$ cat src/hw/rtl/sdinit_pkg.sv
// types, codes and frame builder shared by the sd card init sequencer
`default_nettype none

package sdinit_pkg;

    // input opcodes
    localparam logic [1:0] OP_START = 2'd0;
    localparam logic [1:0] OP_RESP  = 2'd1;
    localparam logic [1:0] OP_TICK  = 2'd2;

    // result kinds
    localparam logic [1:0] KIND_CMD  = 2'd0;
    localparam logic [1:0] KIND_DONE = 2'd1;
    localparam logic [1:0] KIND_FAIL = 2'd2;

    // error codes
    localparam logic [2:0] ERR_NONE      = 3'd0;
    localparam logic [2:0] ERR_APP_CMD   = 3'd1;
    localparam logic [2:0] ERR_OP_COND   = 3'd2;
    localparam logic [2:0] ERR_NOT_READY = 3'd3;
    localparam logic [2:0] ERR_CID       = 3'd4;
    localparam logic [2:0] ERR_RCA       = 3'd5;
    localparam logic [2:0] ERR_SELECT    = 3'd6;
    localparam logic [2:0] ERR_BLOCKLEN  = 3'd7;

    // command indexes
    localparam logic [5:0] CMD_GO_IDLE    = 6'd0;
    localparam logic [5:0] CMD_ALL_CID    = 6'd2;
    localparam logic [5:0] CMD_SEND_RCA   = 6'd3;
    localparam logic [5:0] CMD_SELECT     = 6'd7;
    localparam logic [5:0] CMD_IF_COND    = 6'd8;
    localparam logic [5:0] CMD_BLOCKLEN   = 6'd16;
    localparam logic [5:0] CMD_OP_COND    = 6'd41;
    localparam logic [5:0] CMD_APP_PREFIX = 6'd55;

    localparam logic [31:0] IF_COND_ARG = 32'h0000_01AA;

    // configuration register indexes
    localparam logic [1:0] REG_TIMEOUT  = 2'd0;
    localparam logic [1:0] REG_RETRY    = 2'd1;
    localparam logic [1:0] REG_BLOCKLEN = 2'd2;
    localparam logic [1:0] REG_OP_ARG   = 2'd3;

    typedef struct packed {
        logic [1:0]  kind;
        logic [47:0] frame;
        logic        expects;
        logic [15:0] card_address;
        logic [2:0]  err;
        logic        last;
    } t_result;

    // 48-bit frame: start/transmit bits, index, argument, crc7 (x^7+x^3+1), end bit
    function automatic logic [47:0] make_frame(logic [5:0] idx, logic [31:0] arg);
        logic [39:0] head;
        logic [6:0]  crc;
        logic        fb;
        head = {2'b01, idx, arg};
        crc  = 7'd0;
        for (int i = 39; i >= 0; i--) begin
            fb  = crc[6] ^ head[i];
            crc = {crc[5:0], 1'b0};
            if (fb) begin
                crc = crc ^ 7'h09;
            end
        end
        return {head, crc, 1'b1};
    endfunction

endpackage

`default_nettype wire

$ cat src/hw/rtl/sd_card_init_sequencer.sv
// sd card initialization sequencer: command frames from start, response and tick transactions
`default_nettype none
// Usage
//   input channel (i_in_valid / o_in_stall) carries one transaction per item:
//   start, response arrived (with the 32-bit response word) or one timer tick.
//   output channel (o_out_valid / i_out_stall) carries the results: a 48-bit
//   command frame, init done or init failed; o_last_of_run marks the final
//   result of one input transaction. a start gives two results (CMD0 then
//   CMD8); responses and ticks give one or none.
// Pipeline and throughput
//   an accepted transaction waits in the input register while it is decoded;
//   its results load into a two-entry result buffer when decode fires.
//   one input transaction per cycle for items with at most one result, while
//   the receiver does not stall; a start holds the result buffer for two
//   output transactions.
// Stall
//   decode fires only once the result buffer will be empty; a result stuck
//   behind a stalled receiver leaves the input register full and raises o_in_stall
// Reset
//   synchronous, active low: phase idle, counters, card address cleared, buffers empty,
//   configuration at defaults, written by the user only while idle (not enforced)

module sd_card_init_sequencer (
    input  wire logic        i_clk,
    input  wire logic        i_rst_n,
    // configuration write port
    input  wire logic        i_cfg_we,
    input  wire logic [1:0]  i_cfg_index,
    input  wire logic [31:0] i_cfg_data,
    // input channel
    input  wire logic        i_in_valid,
    output logic             o_in_stall,
    input  wire logic [1:0]  i_opcode,
    input  wire logic [31:0] i_response_word,
    // output channel
    output logic             o_out_valid,
    input  wire logic        i_out_stall,
    output logic [1:0]       o_result_kind,
    output logic [47:0]      o_command_frame,
    output logic             o_expects_response,
    output logic [15:0]      o_card_address,
    output logic [2:0]       o_error_code,
    output logic             o_last_of_run
);

    typedef enum logic [3:0] {
        PH_IDLE,
        PH_CMD8,
        PH_CMD55,
        PH_ACMD41,
        PH_CMD2,
        PH_CMD3,
        PH_CMD7,
        PH_CMD16,
        PH_DONE,
        PH_FAILED
    } t_phase;

    // configuration registers
    logic [15:0] r_timeout;
    logic [15:0] r_retry_limit;
    logic [12:0] r_block_len;
    logic [31:0] r_op_arg;

    // input register
    logic        r_in_valid;
    logic [1:0]  r_opcode;
    logic [31:0] r_resp;

    // sequencer state
    t_phase      r_phase, n_phase;
    logic [15:0] r_wait, n_wait;
    logic [15:0] r_retry, n_retry;
    logic [15:0] r_rca, n_rca;

    // result buffer, entry 0 is the head
    sdinit_pkg::t_result r_pend0, r_pend1;
    logic [1:0]          r_cnt;

    // decode outputs
    sdinit_pkg::t_result res0, res1;
    logic [1:0]          res_cnt;
    logic                fire, pop;

    logic [1:0]  one_kind;
    logic [5:0]  one_idx;
    logic [31:0] one_arg;
    logic        one_exp;
    logic [2:0]  one_err;
    logic        app, do_fail, waiting;
    logic [2:0]  fail_err;
    logic [15:0] wait_inc;

    assign pop         = o_out_valid && !i_out_stall;
    assign fire        = r_in_valid && ((r_cnt == 2'd0) || ((r_cnt == 2'd1) && pop));
    assign o_in_stall  = r_in_valid && !fire;
    assign o_out_valid = (r_cnt != 2'd0);

    assign o_result_kind      = r_pend0.kind;
    assign o_command_frame    = r_pend0.frame;
    assign o_expects_response = r_pend0.expects;
    assign o_card_address     = r_pend0.card_address;
    assign o_error_code       = r_pend0.err;
    assign o_last_of_run      = r_pend0.last;

    assign waiting  = (r_phase != PH_IDLE) && (r_phase != PH_DONE) && (r_phase != PH_FAILED);
    assign wait_inc = (r_wait == 16'hFFFF) ? r_wait : r_wait + 16'd1;

    // sequencer decode for the item in the input register
    always_comb begin
        n_phase  = r_phase;
        n_wait   = r_wait;
        n_retry  = r_retry;
        n_rca    = r_rca;
        res_cnt  = 2'd0;
        one_kind = sdinit_pkg::KIND_CMD;
        one_idx  = sdinit_pkg::CMD_GO_IDLE;
        one_arg  = 32'd0;
        one_exp  = 1'b1;
        one_err  = sdinit_pkg::ERR_NONE;
        app      = 1'b0;
        do_fail  = 1'b0;
        fail_err = sdinit_pkg::ERR_NONE;

        case (r_opcode)
            sdinit_pkg::OP_START: begin
                n_wait  = 16'd0;
                n_retry = 16'd0;
                n_rca   = 16'd0;
                n_phase = PH_CMD8;
                res_cnt = 2'd2;
            end
            sdinit_pkg::OP_RESP: begin
                case (r_phase)
                    PH_CMD8: begin
                        app = 1'b1;
                    end
                    PH_CMD55: begin
                        one_idx = sdinit_pkg::CMD_OP_COND;
                        one_arg = r_op_arg;
                        n_phase = PH_ACMD41;
                        n_wait  = 16'd0;
                        res_cnt = 2'd1;
                    end
                    PH_ACMD41: begin
                        if (r_resp[31]) begin
                            one_idx = sdinit_pkg::CMD_ALL_CID;
                            n_phase = PH_CMD2;
                            n_wait  = 16'd0;
                            res_cnt = 2'd1;
                        end else if (r_retry >= r_retry_limit) begin
                            do_fail  = 1'b1;
                            fail_err = sdinit_pkg::ERR_NOT_READY;
                        end else begin
                            app = 1'b1;
                        end
                    end
                    PH_CMD2: begin
                        one_idx = sdinit_pkg::CMD_SEND_RCA;
                        n_phase = PH_CMD3;
                        n_wait  = 16'd0;
                        res_cnt = 2'd1;
                    end
                    PH_CMD3: begin
                        n_rca   = r_resp[31:16];
                        one_idx = sdinit_pkg::CMD_SELECT;
                        one_arg = {r_resp[31:16], 16'h0000};
                        n_phase = PH_CMD7;
                        n_wait  = 16'd0;
                        res_cnt = 2'd1;
                    end
                    PH_CMD7: begin
                        one_idx = sdinit_pkg::CMD_BLOCKLEN;
                        one_arg = {19'd0, r_block_len};
                        n_phase = PH_CMD16;
                        n_wait  = 16'd0;
                        res_cnt = 2'd1;
                    end
                    PH_CMD16: begin
                        one_kind = sdinit_pkg::KIND_DONE;
                        one_exp  = 1'b0;
                        n_phase  = PH_DONE;
                        n_wait   = 16'd0;
                        res_cnt  = 2'd1;
                    end
                    default: begin
                    end
                endcase
            end
            sdinit_pkg::OP_TICK: begin
                if (waiting) begin
                    n_wait = wait_inc;
                    if (wait_inc >= r_timeout) begin
                        do_fail = 1'b1;
                        case (r_phase)
                            PH_CMD8: begin
                                // missing interface condition reply is tolerated
                                do_fail = 1'b0;
                                app     = 1'b1;
                            end
                            PH_CMD55:  fail_err = sdinit_pkg::ERR_APP_CMD;
                            PH_ACMD41: fail_err = sdinit_pkg::ERR_OP_COND;
                            PH_CMD2:   fail_err = sdinit_pkg::ERR_CID;
                            PH_CMD3:   fail_err = sdinit_pkg::ERR_RCA;
                            PH_CMD7:   fail_err = sdinit_pkg::ERR_SELECT;
                            default:   fail_err = sdinit_pkg::ERR_BLOCKLEN;
                        endcase
                    end
                end
            end
            default: begin
            end
        endcase

        // app command prefix, counts one operating condition attempt
        if (app) begin
            n_retry = (r_retry == 16'hFFFF) ? r_retry : r_retry + 16'd1;
            one_idx = sdinit_pkg::CMD_APP_PREFIX;
            one_arg = {r_rca, 16'h0000};
            n_phase = PH_CMD55;
            n_wait  = 16'd0;
            res_cnt = 2'd1;
        end

        if (do_fail) begin
            one_kind = sdinit_pkg::KIND_FAIL;
            one_exp  = 1'b0;
            one_err  = fail_err;
            n_phase  = PH_FAILED;
            n_wait   = 16'd0;
            res_cnt  = 2'd1;
        end

        if (r_opcode == sdinit_pkg::OP_START) begin
            res0.kind         = sdinit_pkg::KIND_CMD;
            res0.frame        = sdinit_pkg::make_frame(sdinit_pkg::CMD_GO_IDLE, 32'd0);
            res0.expects      = 1'b0;
            res0.card_address = 16'd0;
            res0.err          = sdinit_pkg::ERR_NONE;
            res0.last         = 1'b0;
            res1.kind         = sdinit_pkg::KIND_CMD;
            res1.frame        = sdinit_pkg::make_frame(sdinit_pkg::CMD_IF_COND,
                                                       sdinit_pkg::IF_COND_ARG);
            res1.expects      = 1'b1;
            res1.card_address = 16'd0;
            res1.err          = sdinit_pkg::ERR_NONE;
            res1.last         = 1'b1;
        end else begin
            res0.kind         = one_kind;
            res0.frame        = (one_kind == sdinit_pkg::KIND_CMD) ?
                                sdinit_pkg::make_frame(one_idx, one_arg) : 48'd0;
            res0.expects      = one_exp;
            res0.card_address = n_rca;
            res0.err          = one_err;
            res0.last         = 1'b1;
            res1              = res0;
        end
    end

    always_ff @(posedge i_clk) begin
        if (!i_rst_n) begin
            r_timeout     <= 16'd1000;
            r_retry_limit <= 16'd1000;
            r_block_len   <= 13'd512;
            r_op_arg      <= 32'h4030_0000;
            r_in_valid    <= 1'b0;
            r_phase       <= PH_IDLE;
            r_wait        <= 16'd0;
            r_retry       <= 16'd0;
            r_rca         <= 16'd0;
            r_cnt         <= 2'd0;
        end else begin
            if (i_cfg_we) begin
                case (i_cfg_index)
                    sdinit_pkg::REG_TIMEOUT:  r_timeout     <= i_cfg_data[15:0];
                    sdinit_pkg::REG_RETRY:    r_retry_limit <= i_cfg_data[15:0];
                    sdinit_pkg::REG_BLOCKLEN: r_block_len   <= i_cfg_data[12:0];
                    sdinit_pkg::REG_OP_ARG:   r_op_arg      <= i_cfg_data;
                    default: begin
                    end
                endcase
            end

            // input register
            if (i_in_valid && !o_in_stall) begin
                r_in_valid <= 1'b1;
            end else if (fire) begin
                r_in_valid <= 1'b0;
            end

            // decode stage and result buffer
            if (fire) begin
                r_phase <= n_phase;
                r_wait  <= n_wait;
                r_retry <= n_retry;
                r_rca   <= n_rca;
                r_cnt   <= res_cnt;
            end else if (pop) begin
                r_cnt <= r_cnt - 2'd1;
            end
        end
    end

    // payload registers
    always_ff @(posedge i_clk) begin
        if (i_in_valid && !o_in_stall) begin
            r_opcode <= i_opcode;
            r_resp   <= i_response_word;
        end
        if (fire) begin
            r_pend0 <= res0;
            r_pend1 <= res1;
        end else if (pop) begin
            r_pend0 <= r_pend1;
        end
    end

endmodule

`default_nettype wire

$ cat config.mk
export PLATFORM = sky130hd
export DESIGN_NAME = sd_card_init_sequencer
export DESIGN_NICKNAME = d
export VERILOG_FILES = /design/src/hw/rtl/sdinit_pkg.sv /design/src/hw/rtl/sd_card_init_sequencer.sv
export SDC_FILE = /design/constraint.sdc
export NUM_CORES = 1
export LEC_CHECK = 0
export BUFFER_PORTS_ARGS = -buffer_cell sky130_fd_sc_hd__clkbuf_2
export CAP_MARGIN = 15
export CORE_UTILIZATION = 55
export CTS_CLUSTER_DIAMETER = 120
export DETAILED_ROUTE_END_ITERATION = 12
export PLACE_DENSITY = 0.75
export SLEW_MARGIN = 20
export SYNTH_ARGS = -nofsm -noshare
export SYNTH_HDL_FRONTEND = slang
export SYNTH_SLANG_ARGS = --single-unit
$ cat constraint.sdc
create_clock -name i_clk -period 10.5 [get_ports i_clk]
set_clock_uncertainty 0.05 [all_clocks]
set_input_delay 2.1 -clock i_clk [delete_from_list [all_inputs] [get_ports i_clk]]
set_output_delay 2.1 -clock i_clk [all_outputs]
set_load 0.05 [all_outputs]
==> summary.md, run 1 <==
| Metric | Value |
|---|---|
| Largest net degree at the start of global routing | 73 |
| CP Capture Type | flip-flop |
| CP max-delay cell | o311ai_4 |
| Seq. cell area | 0.007267 mm2 |
| Syn Std Cell Area | ~0.014 mm2 |
| GR Util met1 | 35.30% |
| GRT Util Overall | 26.25% |
| Drt wl/cell | 18.02 um |
| Htree depth | 1 |
| Startpoint Class | flip-flop |
| Placement-stage cell area | between 0.01 and 0.015 mm2 |
| Initial antenna violation count | 0 |
| Critical path depth | 21 |
| Critical setup path kind | flip-flop to flip-flop |
| Worst-margin pin slew | ~1.0 ns |
| #FFs+latches synth | 286 |
| Endpoints failing setup | 0 |
| Mean post-synth cell area | 9.562 um2 |
| Layout area overhead | 12.84% |
| CORE AREA | between 0.02 and 0.03 mm2 |
| Fill count | 2,064 |
| Worst hold path type | flip-flop to flip-flop |
| Slew Viols, Final | 0 |
| DR pass1 iterations | 7 |
| Met3 usage | under 10% |
| Longest Clk Path Bufs | 3 |
| CP Cell Sequence | nand2_1 > nor2_1 > nand2_1 > nor2_1 > and3_1 > nand2b_1 > nand2b_1 > nor3_1 > xnor2_1 > ha_1 > nand2_1 > or3_1 > or4_4 > a31o_4 > a21o_1 > o311ai_4 > xnor3_1 > xnor3_2 > xnor3_1 > xnor2_1 > o21ai_1 |
| Port bufs | between 100 and 150 |
| Max Fanout on Critical Path | 19 |
| Setup_tns | 0 ns |
| Area leader, netlist | edfxtp_1 |
| Top Ports | between 100 and 150 |
| Antenna cells | 0 |
| Width of the die | around 160 um |
| CTS Buf Count | 29 |
| First-pass GRT wire length | 54,430 um |
| Hold Path Stages | 2 |
| CP arrival | approximately 6.7 ns |
| Vias in the first global route | 10,353 |
| Residual DRC | 0 |
| Static Leak | ~6 nW |
| Synth top area share | around a third |
| Unique masters post-synth | a little over 70 |
| WP data required | 10.75 ns |
| Critical path's most frequent cell | nand2_1 |
| Min Tclk post-route | roughly 6.5 ns |
| Die area | around 0.026 mm2 |
| MaxCap Viol Count | 0 |
| Post-route cell area | 0.01597 mm2 |
| Antenna-violating nets left | 0 |
| Share of cells above drive strength 1 | between 10% and 20% |
| Initial Util | between 50 and 60% |
| Vias per cell | between 5 and 6 |
| Met2 usage | between 40 and 50% |
| Total gr overflow | 0 |
| Detailed-route wire length | between 30,000 and 40,000 um |
| Max Fclk | roughly 150 MHz |
| Post-route clock period utilization | between 60% and 70% |
| Async set or reset register ratio after synthesis | 0% |
| Total number of vias | ~11,000 |
| Initial drt markers | 946 |
| Row count | between 50 and 60 |
| Final WS setup | approximately 4 ns |
| GRT busiest layer | met2 |
| Cells after synthesis | between 1,000 and 1,500 |
| Crit path buffers/inverters | 0 |
| GPL Wtd Cong | between 0.9 and 1 |
| Post-CTS Resized | 0 |
| Max-slew headroom | ~30% |
| Synth area leaders | edfxtp_1, dfxtp_1, nand2_1 |
| Mapped Nets | between 1,500 and 2,000 |
| Post-CTS Setup Bufs | 0 |
| Final #Nets | 1,677 |
| Clk root buf | clkbuf_16 |
| TritonCTS Sinks | 286 |
| Ys Warns | 0 |
| Max incr delay on CP | about 0.54 ns |
| Post-place setup slack | between 4 and 5 ns |
| Status | finished, final reports clean |
| Main synth FF type | edfxtp_1 |
| Post-synth EDFFs | about 150 |
| R2R depth | 21 |
| RSZ-0062 raised after global routing | false |
| Hold bufs inserted after CTS | 0 |
| Final HPWL DP | 24,390 um |
| Worst-Skew Late Latency | 0.54 ns |
| CTS tree | yes |
| Die height | about 160 um |
| Clk slew on worst S/H paths | about 0.06 ns |
| Max VDD drop | between 0.1 and 0.15 mV |
| Top Family by Delay on Critical Path | simple AND/OR/NAND/NOR gates |
| Pwr Density | between 150 and 200 mW/mm2 |
| Hold Slack | 0.4042 ns |
| Sequential share of the synthesized area | around half |
| Area of the multi-input gates | roughly 0.0064 mm2 |
| Number of hold violations in the final report | 0 |
==> sequential cells by signal, summed over array words and instances (netlist names), 4 cells and up <==
name and flops:
r_rca 16, r_block_len 13, r_pend1 67, r_retry 16, r_retry_limit 16, r_wait 16
o_command_frame 46, o_card_address 16, r_op_arg 32, r_timeout 16, r_resp 16, r_phase 4
==> cells in the final DEF (no fill, tap or decap), types with 4 or more instances in the layout <==
master,netlist,routed
xnor2_2,4,4
o21a_1,5,5
clkinv_2,0,5
xnor2_1,40,40
o211ai_1,16,16
clkbuf_16,0,30
clkbuf_1,75,5
dfxtp_1,132,132
mux2_2,35,35
clkbuf_2,0,130
a22oi_1,43,43
nor3_1,18,18
a21o_1,11,11
nor2_1,151,151
edfxtp_1,154,154
ha_1,41,41
a31oi_1,6,6
xor2_1,29,29
and3_1,15,15
or2_2,4,4
o31ai_1,12,12
a22o_1,16,16
o21ai_1,7,7
nand3_1,22,22
nand2_1,297,297
buf_4,2,15
and2_1,8,8
nor4_1,4,4
xnor3_1,6,6
nor3b_1,13,12
nand2b_1,15,14
nor2b_1,10,9
inv_1,43,42
nand3b_1,4,4
nand4_1,7,7
mux2i_1,4,4
o21ai_0,25,23
a21oi_1,137,137
o21bai_1,6,6
==> power breakdown <==
part           internal (mW)  leakage (nW)  switching (mW)
registers               1.29          2.55          0.0322
logic                 0.0947          3.07           0.333
clock network          0.613         0.478           0.426
total                   2.00          6.09           0.792
==> kinds of logic (layout without fill, tap and decap cells) <==
group | count (synthesis) | count (layout) | share of synthesized area [%]
AO/OA/AOI/OAI | 313 | 313 | 14.18
XOR/XNOR | 81 | 81 | 6.021
adder cells (fa/ha/maj) | 41 | 41 | 3.625
buffers and inverters | 135 | 240 | 3.731
flip-flops | 286 | 286 | 51.35
multiplexers | 39 | 39 | 3.068
other | 1 | 1 | 0.02650
AND/OR/NAND/NOR | 584 | 584 | 18.00
==> final timing paths <==
kind	from	to	slack (ns)
hold reg to reg	r_retry_limit[14]$_SDFFE_PN0P_	r_retry_limit[14]$_SDFFE_PN0P_	0.40
setup / recovery	r_wait[3]$_SDFFE_PN0P_	o_command_frame[3]$_DFFE_PP_	4.02
hold / removal	r_retry_limit[14]$_SDFFE_PN0P_	r_retry_limit[14]$_SDFFE_PN0P_	0.40
setup reg to reg	r_wait[3]$_SDFFE_PN0P_	o_command_frame[3]$_DFFE_PP_	4.02
==> through the flow <==
stage          total power, mW  util (%)  cells
2_1_floorplan            1.674         -   1480
3_3_place_gp             1.767     59.54   1862
6_report                 2.790     63.42   1915
5_1_grt                  2.885     63.42   1915
3_5_place_dp             1.776     59.54   1862
4_1_cts                  2.804     63.36   1915
==> metal layers <==
| layer | part of all wire (%) | vias to the layer above |
|---|---|---|
| li1 | - | 5331 |
| met1 | 43 | 5220 |
| met2 | 47 | 432 |
| met3 | 7.1 | 76 |
| met4 | 3.4 | 0 |
| met5 | 0 | - |
==> cell usage after synthesis, types with 4 or more instances <==
library cell / number
nor3_1: 18
a22oi_1: 43
nand4_1: 7
nor3b_1: 13
o21ai_0: 25
buf_1: 8
a21o_1: 11
a22o_1: 16
inv_1: 43
nand3b_1: 4
a31oi_1: 6
o21a_1: 5
xnor2_1: 40
nor2_1: 151
xnor2_2: 4
o211ai_1: 16
nand3_1: 22
o31ai_1: 12
mux2i_1: 4
xor2_1: 29
or2_2: 4
edfxtp_1: 154
o21ai_1: 7
nor4_1: 4
nand2b_1: 15
and2_1: 8
buf_2: 5
nor2b_1: 10
xnor3_1: 6
clkbuf_1: 75
and3_1: 15
dfxtp_1: 132
a21oi_1: 137
mux2_2: 35
nand2_1: 297
ha_1: 41
o21bai_1: 6
==> tightest hold or removal path: stages, from the launching register on <==
cell and delay [ns]:
dfxtp_1 0.31, nand2_1 0.05, a21oi_1 0.05
==> area by class of cell <==
type	instances	area share, %
inverter	44	1.050
sequential	286	45.51
timing repair buffer	143	4.717
clock buffer	39	5.054
multi-input combinational	1059	40.13
clock inverter	14	0.9559
tap	330	2.586
Note: power is estimated with default switching activity, not from simulation.
==> run 2, diff against run 1 <==
==> constraint.sdc (replaced) <==
create_clock -name i_clk -period 6.3 [get_ports i_clk]
set_clock_uncertainty 0.05 [all_clocks]
set_input_delay 1.26 -clock i_clk [delete_from_list [all_inputs] [get_ports i_clk]]
set_output_delay 1.26 -clock i_clk [all_outputs]
set_load 0.05 [all_outputs]
==> summary.md, run 2 (synthesis results as in run 1) <==
| Metric | Value |
|---|---|
| Status | finished, final reports clean |
| Max incr delay on CP | between 0.5 and 0.6 ns |
| Largest net degree at the start of global routing | about 80 |
| CTS Buf Count | 29 |
| Width of the die | ~160 um |
| CORE AREA | 0.02518 mm2 |
| Critical path's most frequent cell | nand2_1 |
| GRT busiest layer | met2 |
| Post-route clock period utilization | 93.60% |
| CTS tree | yes |
| Min Tclk post-route | between 5 and 6 ns |
| Largest register FFs | 67 |
| Clk slew on worst S/H paths | about 0.06 ns |
| Hold Slack | 0.4047 ns |
| GRT Util Overall | between 20% and 30% |
| Setup_tns | 0 ns |
| WP data required | 6.56 ns |
| Reg2reg start | r_wait[3]$_SDFFE_PN0P_ |
| Antenna-violating nets left | 0 |
| First-pass GRT wire length | about 55,000 um |
| Vias per cell | slightly below 6 |
| Max Fclk | 169.6 MHz |
| DR pass1 iterations | 5 |
| CP arrival | a little over 6 ns |
| Die height | between 150 and 200 um |
| Row count | just under 60 |
| Hold bufs inserted after CTS | 0 |
| Static Leak | 6.129 nW |
| Start point of the worst min-delay path | r_block_len[5]$_SDFFE_PN0P_ |
| Pwr Density | 290.1 mW/mm2 |
| Final Total Pwr | 4.659 mW |
| Number of hold violations in the final report | 0 |
| Startpoint Class | flip-flop |
| MaxCap Viol Count | 0 |
| Max Fanout on Critical Path | 14 |
| Reg with most FFs | r_pend1 |
| Layout area overhead | 13.46% |
| Clk root buf | clkbuf_16 |
| Final #Nets | about 1,700 |
| Most frequent cells in the layout | nand2_1, edfxtp_1, nor2_1, a21oi_1, dfxtp_1 |
| CP Capture Type | flip-flop |
| RSZ-0062 raised after global routing | false |
| Antenna cells | 0 |
| Share of cells above drive strength 1 | between 10% and 20% |
| Hold Path Sink | r_block_len[5]$_SDFFE_PN0P_ |
| Max-slew headroom | between 20 and 25% |
| Worst-margin pin slew | between 1 and 1.5 ns |
| CP max-delay cell | xor3_1 |
| GPL Wtd Cong | ~0.93 |
| Die area | approximately 0.026 mm2 |
| CP Cell Sequence | nand2_1 > nor2_1 > nand2_1 > nor2_2 > and3_1 > nand2b_2 > nand2b_1 > nor3_1 > xnor2_1 > ha_1 > nand2_1 > or3_1 > or4_4 > a31o_4 > a21o_1 > nor2_1 > o31ai_1 > xnor2_1 > xnor2_2 > xor3_1 > a21o_1 > mux2_2 |
| TritonCTS Sinks | 286 |
| R2R depth | 22 |
| Worst-Skew Late Latency | around 0.56 ns |
| Htree depth | 1 |
| Residual DRC | 0 |
| GR Util met1 | between 30% and 40% |
| Initial drt markers | slightly below 1,000 |
| Slew Viols, Final | 0 |
| Endpoints failing setup | 0 |
| Met2 usage | between 40% and 50% |
| Initial Util | between 50% and 60% |
| Worst hold path type | flip-flop to flip-flop |
| R2R setup slack | between 0.4 and 0.5 ns |
| Total gr overflow | 0 |
| Vias in the first global route | between 10,000 and 15,000 |
| Worst r2r dst | o_command_frame[2]$_DFFE_PP_ |
| Initial antenna violation count | 0 |
| Met3 usage | roughly 3.7% |
| Total number of vias | between 10,000 and 15,000 |
| Final HPWL DP | roughly 25,000 um |
| Most common cell after layout, fill and taps aside | nand2_1 |
| Detailed-route wire length | 35,420 um |
| Longest Clk Path Bufs | 3 |
| Port bufs | ~130 |
| Drt wl/cell | 18.38 um |
| Hold Path Stages | 2 |
| Top Ports | 146 |
| Critical setup path kind | flip-flop to flip-flop |
| Max VDD drop | 0.2808 mV |
==> run 2: critical path, delay by kind of cell, from the launching register on <==
kind            cells  cell delay [ns]
flops               1             0.39
xor+xnor            4             1.26
compound gates      4             0.99
simple gates       12             2.38
mux                 1             0.27
fa+ha+maj           1             0.30
==> run 2: how the worst max path moves through the flow <==
stage	from	to	slack, ns	depth (start not counted)
after CTS	r_wait[4]$_SDFFE_PN0P_	o_command_frame[2]$_DFFE_PP_	0.24	22
after global routing	r_wait[3]$_SDFFE_PN0P_	o_command_frame[2]$_DFFE_PP_	0.04	23
after detailed placement	r_wait[4]$_SDFFE_PN0P_	o_command_frame[3]$_DFFE_PP_	0.27	21
final	r_wait[3]$_SDFFE_PN0P_	o_command_frame[2]$_DFFE_PP_	0.40	22
after global placement	r_wait[3]$_SDFFE_PN0P_	o_command_frame[3]$_DFFE_PP_	0.32	21
after floorplan	r_wait[3]$_SDFFE_PN0P_	o_command_frame[3]$_DFFE_PP_	0.74	24
==> run 2: power breakdown <==
part | total (mW) | internal [mW] | leakage (nW) | switching [mW]
sequential | 2.21 | 2.15 | 2.55 | 0.0546
combinational | 0.712 | 0.158 | 3.12 | 0.554
clock | 1.74 | 1.00 | 0.463 | 0.738
total | 4.66 | 3.31 | 6.13 | 1.35
==> run 2: layer usage <==
layer  vias to the layer above  share of wire [%]
met2                       432                 46
met4                         0                3.0
met3                        67                7.2
met5                         -                  0
li1                       5354                  -
met1                      5298                 44
==> run 2: layout make-up <==
cell class / count / area, um2
timing repair buffer: 154 / 835.8
fill: 2070 / 9124
clock inverter: 20 / 186.4
clock buffer: 34 / 774.5
sequential: 286 / 7267
multi-input combinational: 1059 / 6414
inverter: 44 / 167.7
tap: 330 / 412.9
==> run 2: stage by stage <==
stage          util [%]  worst slack (ns)  cells  cell area (um2)
2_1_floorplan         -            0.7431   1480            14150
3_3_place_gp      59.86            0.3240   1872            15070
3_5_place_dp      59.86            0.2684   1872            15070
4_1_cts           63.68            0.2434   1926            16040
5_1_grt           63.77           0.03601   1927            16060
6_report          63.77            0.4030   1927            16060
==> run 2: repair_timing <==
action | 4_1_cts | 5_1_grt
resized for setup | 0 | 3
buffers inserted | 0 | 1
hold endpoints to repair | 0 | 0
endpoints found under the setup margin | 0 | 16
==> run 3, diff against run 2 <==
--- a/config.mk
+++ b/config.mk
@@ -7,10 +7,12 @@
 export LEC_CHECK = 0
 export BUFFER_PORTS_ARGS = -buffer_cell sky130_fd_sc_hd__clkbuf_2
 export CAP_MARGIN = 15
-export CORE_UTILIZATION = 55
+export CELL_PAD_IN_SITES_DETAIL_PLACEMENT = 0
+export CELL_PAD_IN_SITES_GLOBAL_PLACEMENT = 1
+export CORE_UTILIZATION = 46
 export CTS_CLUSTER_DIAMETER = 120
 export DETAILED_ROUTE_END_ITERATION = 12
-export PLACE_DENSITY = 0.75
+export PLACE_DENSITY_LB_ADDON = 0.3
 export SLEW_MARGIN = 20
 export SYNTH_ARGS = -nofsm -noshare
 export SYNTH_HDL_FRONTEND = slang
==> summary.md, run 3 (synthesis results as in run 1) <==
| Metric | Value |
|---|---|
| Initial Util | between 40% and 50% |
| R2R depth | 21 |
| Start point of the worst min-delay path | r_block_len[7]$_SDFFE_PN0P_ |
| Post-CTS Resized | 0 |
| Reg with most FFs | r_pend1 |
| Antenna-violating nets left | 0 |
| Hold bufs inserted after CTS | 0 |
| Critical setup path kind | flip-flop to flip-flop |
| Worst Setup SP | r_wait[3]$_SDFFE_PN0P_ |
| Total number of vias | 10,895 |
| Final #Nets | ~1,700 |
| Status | finished, final reports clean |
| Max Fanout on Critical Path | 8 |
| Clk root buf | clkbuf_16 |
| TritonCTS Sinks | ~290 |
| CP max-delay cell | xnor3_1 |
| Antenna cells | 0 |
| MaxCap Viol Count | 0 |
| Drt wl/cell | 18.08 um |
| Top Ports | approximately 150 |
| Static Leak | approximately 6 nW |
| Vias per cell | about 5.5 |
| Area of the multi-input gates | approximately 0.0064 mm2 |
| Final WS setup | between 0.3 and 0.4 ns |
| Worst hold path type | flip-flop to flip-flop |
| Residual DRC | 0 |
| Setup_tns | 0 ns |
| Max incr delay on CP | 0.54 ns |
| Endpoints failing setup | 0 |
| Most common cell after layout, fill and taps aside | nand2_1 |
| Worst r2r dst | o_command_frame[3]$_DFFE_PP_ |
| WP data required | around 6.5 ns |
| Max VDD drop | 0.1884 mV |
| Clk slew on worst S/H paths | around 0.060 ns |
| Non-filler cells, final | between 1,500 and 2,000 |
| CTS Buf Count | 30 |
| Reg2reg start | r_wait[3]$_SDFFE_PN0P_ |
| Min Tclk post-route | approximately 6 ns |
| Width of the die | 177.4 um |
| Total gr overflow | 0 |
| DR pass1 iterations | 5 |
| Htree depth | 1 |
| Pwr Density | around 300 mW/mm2 |
| Fill count | ~2,700 |
| Share of cells above drive strength 1 | about 17% |
| Crit path buffers/inverters | 0 |
| Detailed-route wire length | about 36,000 um |
| Largest net degree at the start of global routing | 84 |
| GRT Util Overall | a little under a quarter |
| CP arrival | a little over 6 ns |
| R2R setup slack | roughly 0.36 ns |
| Final Total Pwr | around 4.8 mW |
| CORE AREA | around 0.03 mm2 |
| Placement-stage cell area | 0.01517 mm2 |
| Post-place setup slack | 0.4260 ns |
| Final core utilization | about 54% |
| Initial drt markers | 1,126 |
| Startpoint Class | flip-flop |
| Final HPWL DP | about 26,000 um |
| Hold Slack | between 0.4 and 0.5 ns |
| Top Family by Delay on Critical Path | simple AND/OR/NAND/NOR gates |
| Die area | roughly 0.031 mm2 |
| Worst-margin pin slew | 1.080 ns |
| CP Cell Sequence | nand2_1 > nor2_1 > nand2_1 > nor2_1 > and3_1 > nand2b_1 > nand2b_1 > nor3_1 > xnor2_1 > ha_1 > nand2_1 > or3_1 > or4_4 > a31o_4 > a21o_1 > o311ai_4 > xnor3_1 > xnor3_2 > xnor3_1 > xnor2_1 > o21ai_1 |
| Seq. cell area | approximately 0.0073 mm2 |
| Placed cells | 1,935 |
| Critical path's most frequent cell | nand2_1 |
| Post-CTS Setup Bufs | 0 |
| Post-route clock period utilization | ~94% |
| RSZ-0062 raised after global routing | false |
| Hold Path Sink | r_block_len[7]$_SDFFE_PN0P_ |
| Most frequent cells in the layout | nand2_1, edfxtp_1, nor2_1, a21oi_1, dfxtp_1 |
| Worst-Skew Late Latency | about 0.56 ns |
| Vias in the first global route | around 10,000 |
| Post-route cell area | around 0.016 mm2 |
| Hold Path Stages | 2 |
| CTS tree | yes |
| Initial antenna violation count | 0 |
| Number of hold violations in the final report | 0 |
| Port bufs | about 130 |
| First-pass GRT wire length | 56,130 um |
| Row count | 63 |
| CP Capture Type | flip-flop |
| Longest Clk Path Bufs | 3 |
| Max-slew headroom | between 20% and 30% |
| GPL Wtd Cong | about 0.85 |
| Largest register FFs | between 60 and 70 |
| Slew Viols, Final | 0 |
| Die height | 177.4 um |
| Layout area overhead | 14.79% |
| Max Fclk | roughly 170 MHz |
[run 3: metal layers]
layer	track usage [%]	part of all wire, %	vias up
li1	-	-	5372
met3	2.399	5.5	36
met2	36.39	46	305
met5	0	0	-
met1	33.66	47	5182
met4	4.736	1.3	0
[run 3: where the power goes]
| group | switching, mW | total, mW | internal [mW] |
|---|---|---|---|
| registers | 0.0531 | 2.21 | 2.15 |
| clock network | 0.748 | 1.89 | 1.14 |
| logic | 0.557 | 0.716 | 0.158 |
[run 3: worst register-to-register path, delay by kind of cell, from the launching register on]
kind | cells | cell delay, ns
fa+ha+maj | 1 | 0.31
simple gates | 11 | 2.15
compound gates | 4 | 1.14
xor+xnor | 5 | 1.62
flops | 1 | 0.40
[run 3: worst max path at each step]
stage	slack, ns	cells after the start	endpoint
detailed placement	0.43	21	o_command_frame[3]$_DFFE_PP_
global placement	0.51	23	o_command_frame[2]$_DFFE_PP_
CTS	0.41	21	o_command_frame[3]$_DFFE_PP_
global route	0.08	21	o_command_frame[3]$_DFFE_PP_
finish	0.36	21	o_command_frame[3]$_DFFE_PP_
floorplan	0.74	24	o_command_frame[3]$_DFFE_PP_
[run 3: area by class of cell]
cell class | instances | area share (%)
clock inverters | 23 | 1.741
clock buffers | 33 | 4.821
inverters | 44 | 1.032
multi-input cells | 1059 | 39.43
flip-flops and latches | 286 | 44.73
well taps | 390 | 3.004
repair buffers | 156 | 5.237
